File: config.mk
export PLATFORM = sky130hd
export DESIGN_NAME = serial_line_buffer_flat
export DESIGN_NICKNAME = d
export VERILOG_FILES = /design/src/rtl/slb_pkg.sv /design/src/rtl/slb_in_if.sv /design/src/rtl/slb_out_if.sv /design/src/rtl/serial_line_buffer.sv /design/src/rtl/slb_ram.sv /design/src/flat_wrapper.sv
export SDC_FILE = /design/constraint.sdc
export NUM_CORES = 1
export LEC_CHECK = 0
export BUFFER_PORTS_ARGS = -buffer_cell sky130_fd_sc_hd__buf_2
export CORE_AREA = 2 2 272 247
export DETAILED_ROUTE_END_ITERATION = 10
export DIE_AREA = 0 0 274 249
export GPL_ROUTABILITY_DRIVEN = 0
export SYNTH_ARGS = -nofsm -noshare
export SYNTH_HDL_FRONTEND = slang
export SYNTH_SLANG_ARGS = --single-unit
File: constraint.sdc
create_clock -name clk_i -period 12 [get_ports clk_i]
set_input_delay 2.4 -clock clk_i [delete_from_list [all_inputs] [get_ports clk_i]]
set_output_delay 2.4 -clock clk_i [all_outputs]
set_load 0.01 [all_outputs]
File: src/rtl/slb_pkg.sv
package slb_pkg;

  // Buffer geometry
  localparam int unsigned BUF_DEPTH = 64;
  localparam int unsigned CNT_W     = $clog2(BUF_DEPTH + 1);
  localparam int unsigned ADDR_W    = (BUF_DEPTH > 1) ? $clog2(BUF_DEPTH) : 1;

  // Word field widths
  localparam int unsigned CMD_W   = 3;
  localparam int unsigned BYTE_W  = 8;
  localparam int unsigned POS_W   = 7;
  localparam int unsigned EXT_W   = (CNT_W > POS_W) ? CNT_W : POS_W;
  localparam int unsigned SUM_W   = EXT_W + 1;

  // Idle counter
  localparam int unsigned IDLE_W       = 17;
  localparam int unsigned TIMEOUT_W    = 16;
  localparam logic [IDLE_W-1:0] IDLE_MAX = '1;
  localparam logic [TIMEOUT_W-1:0] TIMEOUT_RST = TIMEOUT_W'(50);

  // Control characters
  localparam logic [BYTE_W-1:0] CH_LF = 8'd10;
  localparam logic [BYTE_W-1:0] CH_CR = 8'd13;

  // Configuration port
  localparam int unsigned CFG_IDX_W  = 1;
  localparam int unsigned CFG_DATA_W = TIMEOUT_W;
  localparam logic [CFG_IDX_W-1:0] REG_TEXT_MODE    = 1'd0;
  localparam logic [CFG_IDX_W-1:0] REG_IDLE_TIMEOUT = 1'd1;

  typedef enum logic [CMD_W-1:0] {
    CMD_RX    = 3'd0,
    CMD_TICK  = 3'd1,
    CMD_READ  = 3'd2,
    CMD_PEEK  = 3'd3,
    CMD_CLEAR = 3'd4
  } cmd_e;

  typedef struct packed {
    logic [CMD_W-1:0]  command;
    logic [BYTE_W-1:0] rx_byte;
    logic [POS_W-1:0]  peek_offset;
  } slb_in_t;

  typedef struct packed {
    logic              data_valid;
    logic [BYTE_W-1:0] data_byte;
    logic              rx_accepted;
    logic              msg_done;
    logic              overflowed;
    logic [POS_W-1:0]  fill_length;
    logic [POS_W-1:0]  cursor;
  } slb_out_t;

endpackage

File: src/rtl/slb_in_if.sv
interface slb_in_if;
  import slb_pkg::*;

  logic    valid;
  logic    ready;
  slb_in_t data;

  modport source (output valid, output data, input ready);
  modport sink (input valid, input data, output ready);
endinterface

File: src/rtl/slb_out_if.sv
interface slb_out_if;
  import slb_pkg::*;

  logic     valid;
  logic     ready;
  slb_out_t data;

  modport source (output valid, output data, input ready);
  modport sink (input valid, input data, output ready);
endinterface

File: src/rtl/serial_line_buffer.sv
// Pipeline: an accepted word's status is registered in the middle stage along with
// the store read, and both are merged into the output register when that stage moves on.
// Throughput: one word per cycle; the result word waits in an output register
// while the stage before it and the input keep moving as long as it is free.
// Reset: text mode on, idle timeout 50, buffer empty, flags clear; store
// contents are undefined and only written entries are ever read.
module serial_line_buffer (
  input  logic                           clk_i,
  input  logic                           rst_ni,
  slb_in_if.sink                         req_i,
  slb_out_if.source                      rsp_o,
  input  logic                           cfg_we_i,
  input  logic [slb_pkg::CFG_IDX_W-1:0]  cfg_idx_i,
  input  logic [slb_pkg::CFG_DATA_W-1:0] cfg_wdata_i
);
  import slb_pkg::*;

  // Configuration and buffer state
  logic                 text_q, text_d;
  logic [TIMEOUT_W-1:0] timeout_q, timeout_d;
  logic [CNT_W-1:0]     count_q, count_d;
  logic [CNT_W-1:0]     pos_q, pos_d;
  logic [IDLE_W-1:0]    idle_q, idle_d;
  logic                 done_q, done_d;
  logic                 ovf_q, ovf_d;

  // Middle stage (status waiting for read data) and output stage
  logic     s2_valid_q;
  slb_out_t s2_q, s2_d;
  logic     out_valid_q;
  slb_out_t out_q, out_d;

  logic              acc;
  logic              s2_adv;
  logic              hit;
  logic              rx_ok;
  logic              ram_we;
  logic [ADDR_W-1:0] ram_raddr;
  logic [BYTE_W-1:0] ram_rdata;
  logic [IDLE_W-1:0] idle_inc;
  logic [SUM_W-1:0]  peek_sum;
  logic [EXT_W-1:0]  fill_ext;
  logic [EXT_W-1:0]  pos_ext;

  // Handshake: take a word whenever the middle stage is empty or moving on
  assign s2_adv      = s2_valid_q && (!out_valid_q || rsp_o.ready);
  assign req_i.ready = !s2_valid_q || s2_adv;
  assign acc         = req_i.valid && req_i.ready;

  assign idle_inc = (idle_q == IDLE_MAX) ? idle_q : idle_q + IDLE_W'(1);
  assign peek_sum = SUM_W'(pos_q) + SUM_W'(req_i.data.peek_offset);

  // Command decode and state update
  always_comb begin
    text_d    = text_q;
    timeout_d = timeout_q;
    count_d   = count_q;
    pos_d     = pos_q;
    idle_d    = idle_q;
    done_d    = done_q;
    ovf_d     = ovf_q;
    hit       = 1'b0;
    rx_ok     = 1'b0;
    ram_we    = 1'b0;
    ram_raddr = pos_q[ADDR_W-1:0];

    if (acc) begin
      unique case (req_i.data.command)
        CMD_RX: begin
          if (!done_q) begin
            rx_ok  = 1'b1;
            idle_d = '0;
            if (text_q && req_i.data.rx_byte == CH_LF) begin
              // line feed is dropped
            end else if (text_q && req_i.data.rx_byte == CH_CR) begin
              done_d = 1'b1;
            end else if (count_q < CNT_W'(BUF_DEPTH)) begin
              ram_we  = 1'b1;
              count_d = count_q + CNT_W'(1);
            end else begin
              ovf_d = 1'b1;
            end
          end
        end
        CMD_TICK: begin
          if (!done_q) begin
            idle_d = idle_inc;
            if (!text_q && count_q != '0 && idle_inc > IDLE_W'(timeout_q)) begin
              done_d = 1'b1;
            end
          end
        end
        CMD_READ: begin
          if (pos_q < count_q) begin
            hit   = 1'b1;
            pos_d = pos_q + CNT_W'(1);
          end
        end
        CMD_PEEK: begin
          if (peek_sum < SUM_W'(count_q)) begin
            hit       = 1'b1;
            ram_raddr = peek_sum[ADDR_W-1:0];
          end
        end
        CMD_CLEAR: begin
          count_d = '0;
          pos_d   = '0;
          idle_d  = '0;
          done_d  = 1'b0;
          ovf_d   = 1'b0;
        end
        default: begin
        end
      endcase
    end

    // Register writes; a mode write also clears the buffer
    if (cfg_we_i) begin
      unique case (cfg_idx_i)
        REG_TEXT_MODE: begin
          text_d  = cfg_wdata_i[0];
          count_d = '0;
          pos_d   = '0;
          idle_d  = '0;
          done_d  = 1'b0;
          ovf_d   = 1'b0;
        end
        REG_IDLE_TIMEOUT: begin
          timeout_d = cfg_wdata_i;
        end
        default: begin
        end
      endcase
    end
  end

  // Status of the word after its update
  assign fill_ext = EXT_W'(count_d);
  assign pos_ext  = EXT_W'(pos_d);

  always_comb begin
    s2_d             = '0;
    s2_d.data_valid  = hit;
    s2_d.rx_accepted = rx_ok;
    s2_d.msg_done    = done_d;
    s2_d.overflowed  = ovf_d;
    s2_d.fill_length = fill_ext[POS_W-1:0];
    s2_d.cursor      = pos_ext[POS_W-1:0];
  end

  // Merge the read data into the waiting status word
  always_comb begin
    out_d           = s2_q;
    out_d.data_byte = s2_q.data_valid ? ram_rdata : '0;
  end

  // Message store
  slb_ram #(
    .WIDTH (BYTE_W),
    .DEPTH (BUF_DEPTH)
  ) u_store (
    .clk_i   (clk_i),
    .we_i    (ram_we),
    .waddr_i (count_q[ADDR_W-1:0]),
    .wdata_i (req_i.data.rx_byte),
    .re_i    (acc),
    .raddr_i (ram_raddr),
    .rdata_o (ram_rdata)
  );

  // Buffer state registers
  always_ff @(posedge clk_i or negedge rst_ni) begin
    if (!rst_ni) begin
      text_q    <= 1'b1;
      timeout_q <= TIMEOUT_RST;
      count_q   <= '0;
      pos_q     <= '0;
      idle_q    <= '0;
      done_q    <= 1'b0;
      ovf_q     <= 1'b0;
    end else begin
      text_q    <= text_d;
      timeout_q <= timeout_d;
      count_q   <= count_d;
      pos_q     <= pos_d;
      idle_q    <= idle_d;
      done_q    <= done_d;
      ovf_q     <= ovf_d;
    end
  end

  // Advance the middle and output stages
  always_ff @(posedge clk_i or negedge rst_ni) begin
    if (!rst_ni) begin
      s2_valid_q  <= 1'b0;
      out_valid_q <= 1'b0;
    end else begin
      if (acc) begin
        s2_valid_q <= 1'b1;
      end else if (s2_adv) begin
        s2_valid_q <= 1'b0;
      end
      if (s2_adv) begin
        out_valid_q <= 1'b1;
      end else if (rsp_o.ready) begin
        out_valid_q <= 1'b0;
      end
    end
  end

  always_ff @(posedge clk_i) begin
    if (acc) begin
      s2_q <= s2_d;
    end
    if (s2_adv) begin
      out_q <= out_d;
    end
  end

  assign rsp_o.valid = out_valid_q;
  assign rsp_o.data  = out_q;

  // Fill never passes capacity
  a_count_bound: assert property (@(posedge clk_i) disable iff (!rst_ni)
    count_q <= CNT_W'(BUF_DEPTH))
    else $error("fill count beyond buffer depth");

  // Cursor never passes the fill
  a_pos_bound: assert property (@(posedge clk_i) disable iff (!rst_ni)
    pos_q <= count_q)
    else $error("read cursor beyond fill count");

  // A finished message stays finished until a clear or a mode write
  a_done_holds: assert property (@(posedge clk_i) disable iff (!rst_ni)
    (done_q && !cfg_we_i && !(acc && req_i.data.command == CMD_CLEAR)) |=> done_q)
    else $error("message end flag dropped without clear");

  // Nothing is stored once the message has ended
  a_no_store_after_done: assert property (@(posedge clk_i) disable iff (!rst_ni)
    (done_q && !cfg_we_i) |=> count_q <= $past(count_q))
    else $error("byte stored after message end");

endmodule

File: src/rtl/slb_ram.sv
module slb_ram #(
  parameter int unsigned WIDTH = 8,
  parameter int unsigned DEPTH = 64
) (
  input  logic                                     clk_i,
  input  logic                                     we_i,
  input  logic [((DEPTH > 1) ? $clog2(DEPTH) : 1)-1:0] waddr_i,
  input  logic [WIDTH-1:0]                         wdata_i,
  input  logic                                     re_i,
  input  logic [((DEPTH > 1) ? $clog2(DEPTH) : 1)-1:0] raddr_i,
  output logic [WIDTH-1:0]                         rdata_o
);

  logic [WIDTH-1:0] mem_q [DEPTH];
  logic [WIDTH-1:0] rdata_q;

  // Write port
  always_ff @(posedge clk_i) begin
    if (we_i) begin
      mem_q[waddr_i] <= wdata_i;
    end
  end

  // Registered read, held while idle
  always_ff @(posedge clk_i) begin
    if (re_i) begin
      rdata_q <= mem_q[raddr_i];
    end
  end

  assign rdata_o = rdata_q;

endmodule
File: src/flat_wrapper.sv
// flat-port wrapper written by rule: the top's interface ports become plain ports
module serial_line_buffer_flat import slb_pkg::*;
  (clk_i, rst_ni, cfg_we_i, cfg_idx_i, cfg_wdata_i, req_i_valid, req_i_data, req_i_ready, rsp_o_valid, rsp_o_data, rsp_o_ready);
  slb_in_if req_i_i ();
  slb_out_if rsp_o_i ();
  input  logic clk_i;
  input  logic rst_ni;
  input  logic cfg_we_i;
  input  logic [slb_pkg::CFG_IDX_W-1:0] cfg_idx_i;
  input  logic [slb_pkg::CFG_DATA_W-1:0] cfg_wdata_i;
  input wire logic [$bits(req_i_i.valid)-1:0] req_i_valid;
  input wire logic [$bits(req_i_i.data)-1:0] req_i_data;
  output wire logic [$bits(req_i_i.ready)-1:0] req_i_ready;
  output wire logic [$bits(rsp_o_i.valid)-1:0] rsp_o_valid;
  output wire logic [$bits(rsp_o_i.data)-1:0] rsp_o_data;
  input wire logic [$bits(rsp_o_i.ready)-1:0] rsp_o_ready;
  assign req_i_i.valid = req_i_valid;
  assign req_i_i.data = req_i_data;
  assign req_i_ready = req_i_i.ready;
  assign rsp_o_valid = rsp_o_i.valid;
  assign rsp_o_data = rsp_o_i.data;
  assign rsp_o_i.ready = rsp_o_ready;
  serial_line_buffer u_core (.clk_i(clk_i), .rst_ni(rst_ni), .req_i(req_i_i), .rsp_o(rsp_o_i), .cfg_we_i(cfg_we_i), .cfg_idx_i(cfg_idx_i), .cfg_wdata_i(cfg_wdata_i));
endmodule
Yosys cells after proc, flatten, opt, wreduce, memory -nomap -nowiden
Memory sizes are Yosys's and may differ from the RTL's. A register that Yosys moved wholly into a read port is not among the register bits.
Cells that the tools add are included.
{ "word_totals": {"reg_bits": 96, "latch_bits": 0, "ramBits": 512, "romBits": 0, "input_bits": 40, "output_inout_bits": 28, "elab_cells": 112, "mem_count": 1} }
{ "memory_table": {"columns": ["memory", "words", "word_bits", "read_ports", "rd_clocked_by_memory_dff", "wr", "line", "source"], "rows": [
  ["u_core.u_store.mem_q", 64, 8, 1, 1, 1, "slb_ram.sv:14", "logic [WIDTH-1:0] mem_q [DEPTH];"]
]} }
{ "classes": {"addsub": 4, "multipliers": 0, "n_div": 0, "n_lt_le_gt_ge": 4, "eq_ne": 7, "shifts": 0, "n_mux": 56, "n_bitwise": 1, "n_reduce_logical": 17} }
{ "op_table": {"columns": ["operator", "count"], "rows": [
  ["$mux W17", 6],
  ["$mux W7", 11],
  ["$pmux W17 S3", 1],
  ["$mux W1", 30],
  ["$pmux W7 S2", 2],
  ["$mux W6", 3],
  ["$add A17 B1 Y17 const B", 1],
  ["$eq A17 B17 Y1 const B", 1],
  ["$gt A17 B16 Y1", 1],
  ["$eq A8 B4 Y1 const B", 2],
  ["$add A7 B1 Y7 const B", 2],
  ["$add A7 B7 Y8", 1],
  ["$lt A8 B7 Y1", 1],
  ["$lt A7 B7 Y1", 1],
  ["$lt A7 B7 Y1 const B", 1],
  ["$reduce_bool A7 Y1", 1],
  ["$eq A3 B2 Y1 const B", 2],
  ["$logic_and A1 B1 Y1", 6],
  ["$pmux W1 S2", 2],
  ["$reduce_and A2 Y1", 2],
  ["$reduce_bool A2 Y1", 2],
  ["$eq A3 B1 Y1 const B", 1],
  ["$eq A3 B3 Y1 const B", 1],
  ["$logic_not A1 Y1", 3],
  ["other kinds (4)", 5]
]} }

Longest topological paths before layout
{ "depth": {"word_depth": 10, "mapped_depth": 23, "ltp_nobuf": 20} }

Cells and area by module
Synthesis repeated with hierarchy kept, for this count alone.
{ "hier_totals": {"cells_unflattened": 1434, "hier_area_um2": 25639.6} }
{ "modules_own_cells": {"columns": ["mod", "n_inst", "cells_per_inst", "area_per_inst_um2", "seq_area_each_um2"], "rows": [
  ["slb_ram", 1, 940, 20246.9, 15615.0],
  ["serial_line_buffer", 1, 494, 5392.7, 2627.5]
]} }

Least setup slack after synthesis
Ideal clock, no wire load.
{ "synth_timing": {"kind": "input-to-reg", "startpoint": "input port req_i_data[0]", "endpoint": "register u_core.u_store.rdata_q[0], in the netlist u_core.u_store.rdata_o[0] (read register of u_core.u_store.mem_q), data pin", "setup_ns": 0.261, "t_arrival_ns": 6.175, "required_time_ns": 11.739, "setup_slack_ns": 5.564, "cell_stages": 22, "path_buffers": 3, "path_cell_list": "ha_1 inv_1 fa_1 nor2b_1 o21ai_0 nand2b_1 a21o_1 a21oi_1 xnor2_1 ha_1 o2111a_1 a221oi_2 and3_1 mux2i_1 buf_4 buf_2 buf_2 mux2i_1 nand2_1 nand3_1 nand3_1 a311o_1"} }
{ "synth_via": {"elab_chain_cells": 5} }
{ "synth_rtl": {"columns": ["item", "line", "source"], "rows": [
  ["start, declared", "flat_wrapper.sv:12", "input wire logic [$bits(req_i_i.data)-1:0] req_i_data;"],
  ["$add A7 B7 Y8 (*)", "serial_line_buffer.sv:51", "assign peek_sum = SUM_W'(pos_q) + SUM_W'(req_i.data.peek_offset);"],
  ["$lt A8 B7 Y1", "serial_line_buffer.sv:100", "if (peek_sum < SUM_W'(count_q)) begin"],
  ["$mux W6 (*)", "serial_line_buffer.sv:100", null],
  ["$mux W6 (*)", "serial_line_buffer.sv:68", "unique case (req_i.data.command)"],
  ["$mux W6 (*)", "serial_line_buffer.sv:67", "if (acc) begin"],
  ["end, declared", "slb_ram.sv:15", "logic [WIDTH-1:0] rdata_q;"]
]} }
Every way passes the cells marked *; elsewhere a longest branch is shown, timed or not.
A chain may end at the register's enable or synchronous reset.

Worst setup path after layout
{ "layout_timing": {"startpoint": "input port req_i_data[0]", "endpoint": "register u_core.u_store.rdata_q[4], in the netlist u_core.u_store.rdata_o[4] (read register of u_core.u_store.mem_q), data pin"} }
The elaborated chain is that of the path after synthesis.

==> results.cfg <==
[routing]
final_antenna_net_count = 0
drc = 0
wire_per_inst_um = 23.0
vias_per_cell = 5.58
vias = 16200
drt_iter0_markers = 1765
routed_wirelength_um = 66800
drtPass1Iterations = 5

[logic_synthesis]
synth_edf_count = 564
syn_avg_cell_area_um2 = 13.4
synth_top_area_cell = edfxtp_1
synth_area_um2 = 25900
synth_top_area_share = 0.654
synthTopCellsByArea = edfxtp_1 65%, nand2_1 5.2%, dfrtp_1 4.6%
synth_cell_types = 65
async_flop_share = 0.0844
ys_ff_latch = 616
netlist_instances = 1927
synth_ff_type = edfxtp_1
synth_fp_nets = 2007
ys_warn_count = 0
synth-seq-area-share = 0.705

[cts]
cts_num_sinks = 616
cts_tree = yes
h-tree-depth = 2
numCtsBuffers = 60
clk_pin_slew_worst_paths_ps = 70
ctsResizeCount = 0
cts_setup_buffers = 0
clock-root-buffer = clkbuf_16
cts-hold-fix-buffers = 0
clk_path_buf_depth = 3
clock_latency_ps = 660

[floorplanning]
initial_utilization = 0.397
coreArea_um2 = 65300
die_h_um = 249
die_x_um = 274
ios = 68
die-area_um2 = 68200
num_rows = 89

[global_routing]
grt_pass1_vias = 16000
overflow = 0
grtUsageMet2 = 0.310
busiest_layer = met2
grt_util_met3 = 0.0309
antenna_found_initial = 1
grt_max_degree = 197
grt_pass1_wl_um = 101000
track_usage = 0.194
grt_use_met1 = 0.273

[timing]
finalCritPeriodShare = 0.655
rsz0062_at_grt = no
worstMarginPinSlew_ps = 1270
period_minus_slack_ps = 7860
hold_slack_ps = 408
max-slew-margin-rel = 0.147
final_max_slew_viol_count = 0
finClkSkew_ps = 74.3
timing.fmax_mhz = 127
setup_viol = 0
finalHoldViolCount = 0
fin_tns_setup_ps = 0

[final_layout]
final.fill_count = 5917
fin_nets = 2062
fin_area_um2 = 29200
area_growth_pct = 12.8
drive_gt1_frac = 0.117

[setup_path]
worstSetupStartpointType = input pin
critical_path.top_delay_family = compound AO/OA/AOI/OAI gates
worst-path-buf-inv = 4
cp_max_fo = 128
worstSetupEndpointType = register
crit_type = input pin to register
slowest_stage = and3_1
worstPathArrival_ps = 8270
slowest_delay_ps = 710
crit_chain = buf_2, ha_1, inv_1, fa_1, xor2_1, inv_1, ha_1, a211oi_1, o21ai_1, a221oi_2, and3_1, mux2i_4, buf_12, mux2_2, a221oi_1, nand3_1, a311o_1
required_ps = 12410
r2r_cells = 16
critical_path_depth = 17

[place]
postPlaceCellArea_um2 = 27200
portBuffers = 67
dp_hpwl_um = 40800

[run_status]
status = finished clean

[pwr]
power_density_nw_per_um2 = 160
finalPower_mw = 4.68
p_leak_nw = 9.89
ir_worst_vdd_v = 0.000122

[job]
maxCapViolCount = 0

[min_path]
hold_depth = 0
hold_path.class = register to register
## metal layers
layer | up-vias | share of wire
li1 | 7292 | -
met1 | 8197 | 0.44
met2 | 600 | 0.47
met3 | 93 | 0.065
met4 | 0 | 0.025
met5 | - | 0
## flip-flops by register name, indices dropped and copies added, names as in the netlist
| register | cells |
|---|---|
| u_core.u_store.mem_q | 512 |
| u_core.rsp_o.data | 26 |
| u_core.out_d | 18 |
| u_core.idle_q | 17 |
| u_core.timeout_q | 16 |
| u_core.u_store.rdata_o | 8 |
| u_core.count_q | 7 |
| u_core.pos_q | 7 |
| u_core.done_q | 1 |
| u_core.ovf_q | 1 |
| u_core.rsp_o.valid | 1 |
| u_core.s2_valid_q | 1 |
| u_core.text_q | 1 |
## per-stage QoR
| step | setup slack (ps) | instances | utilization |
|---|---|---|---|
| 2_1_floorplan | 5560 | 1927 | - |
| 3_3_place_gp | 3590 | 2784 | 0.416 |
| 3_5_place_dp | 3400 | 2784 | 0.416 |
| 4_1_cts | 4070 | 2898 | 0.448 |
| 5_1_grt | 3680 | 2898 | 0.448 |
| 6_report | 4140 | 2899 | 0.448 |
## cells by family after synthesis
kind of cell,after synthesis,share of synthesized area
DFF,616,0.705
adders and majority gates,40,0.0196
AOI/OAI and AO/OA,191,0.0510
buffers and inverters,131,0.0222
muxes,149,0.0598
xor gates and xnor gates,24,0.00812
and+or+nand+nor,776,0.134
## worst paths after layout
check	start	endpoint	slack, ps
worst max-delay path	req_i_data[0]	u_core.u_store.rdata_o[4]	4140
worst min-delay path	u_core.out_d[8]	u_core.rsp_o.data[8]	410
worst max register to register	u_core.pos_q[0]	u_core.u_store.rdata_o[4]	5290
worst min register to register	u_core.out_d[8]	u_core.rsp_o.data[8]	410
max in group asynchronous	rst_ni	u_core.ovf_q	9620
min in group asynchronous	rst_ni	u_core.timeout_q[2]	1910
## cell usage in the layout, fill, tap and decap left out, types with 33 or more instances in the layout
cell type | netlist | layout
a31oi_1 | 43 | 43
clkbuf_16 | 0 | 61
nand3_1 | 160 | 160
edfxtp_1 | 564 | 564
buf_2 | 37 | 67
nand4_1 | 42 | 42
mux2_2 | 34 | 33
dfrtp_1 | 48 | 48
ha_1 | 39 | 39
nand2_1 | 361 | 361
mux2i_1 | 112 | 110
nor2_1 | 112 | 112
## layout make-up
class / count / area [um2] / share of cell area
Clock buffer: 77 / 1640 / 0.0560
Clock inverter: 37 / 409 / 0.0140
Sequential cell: 616 / 18200 / 0.625
Antenna cell: 1 / 2.50 / 0.0000857
Inverter: 32 / 120 / 0.00411
Timing Repair Buffer: 92 / 561 / 0.0192
Multi-Input combinational cell: 1180 / 7160 / 0.245
Tap cell: 864 / 1080 / 0.0370
## synthesized netlist by cell type (9+ instances only)
cell and count:
o21ai_0 16, edfxtp_1 564, mux2_2 34, nand2b_1 12, ha_1 39, nor2_1 112, o21ai_1 9, nor4_1 10
a211oi_1 9, a22oi_1 10, mux2i_1 112, a21oi_1 25, buf_2 37, nand3_1 160, dfrtp_1 48, a2111oi_0 9
buf_1 11, xnor2_1 16, inv_1 30, nand2_1 361, a21o_1 15, nor3_1 23, and2_1 14, a31oi_1 43
nand4_1 42, and3_1 11, clkbuf_1 43
## report_power, final
part	internal [mW]	switching (mW)	total, mW
logic	0.101	0.229	0.331
registers	2.38	0.0212	2.40
clock network	1.12	0.830	1.95
Power figures use the tool's default switching activity.
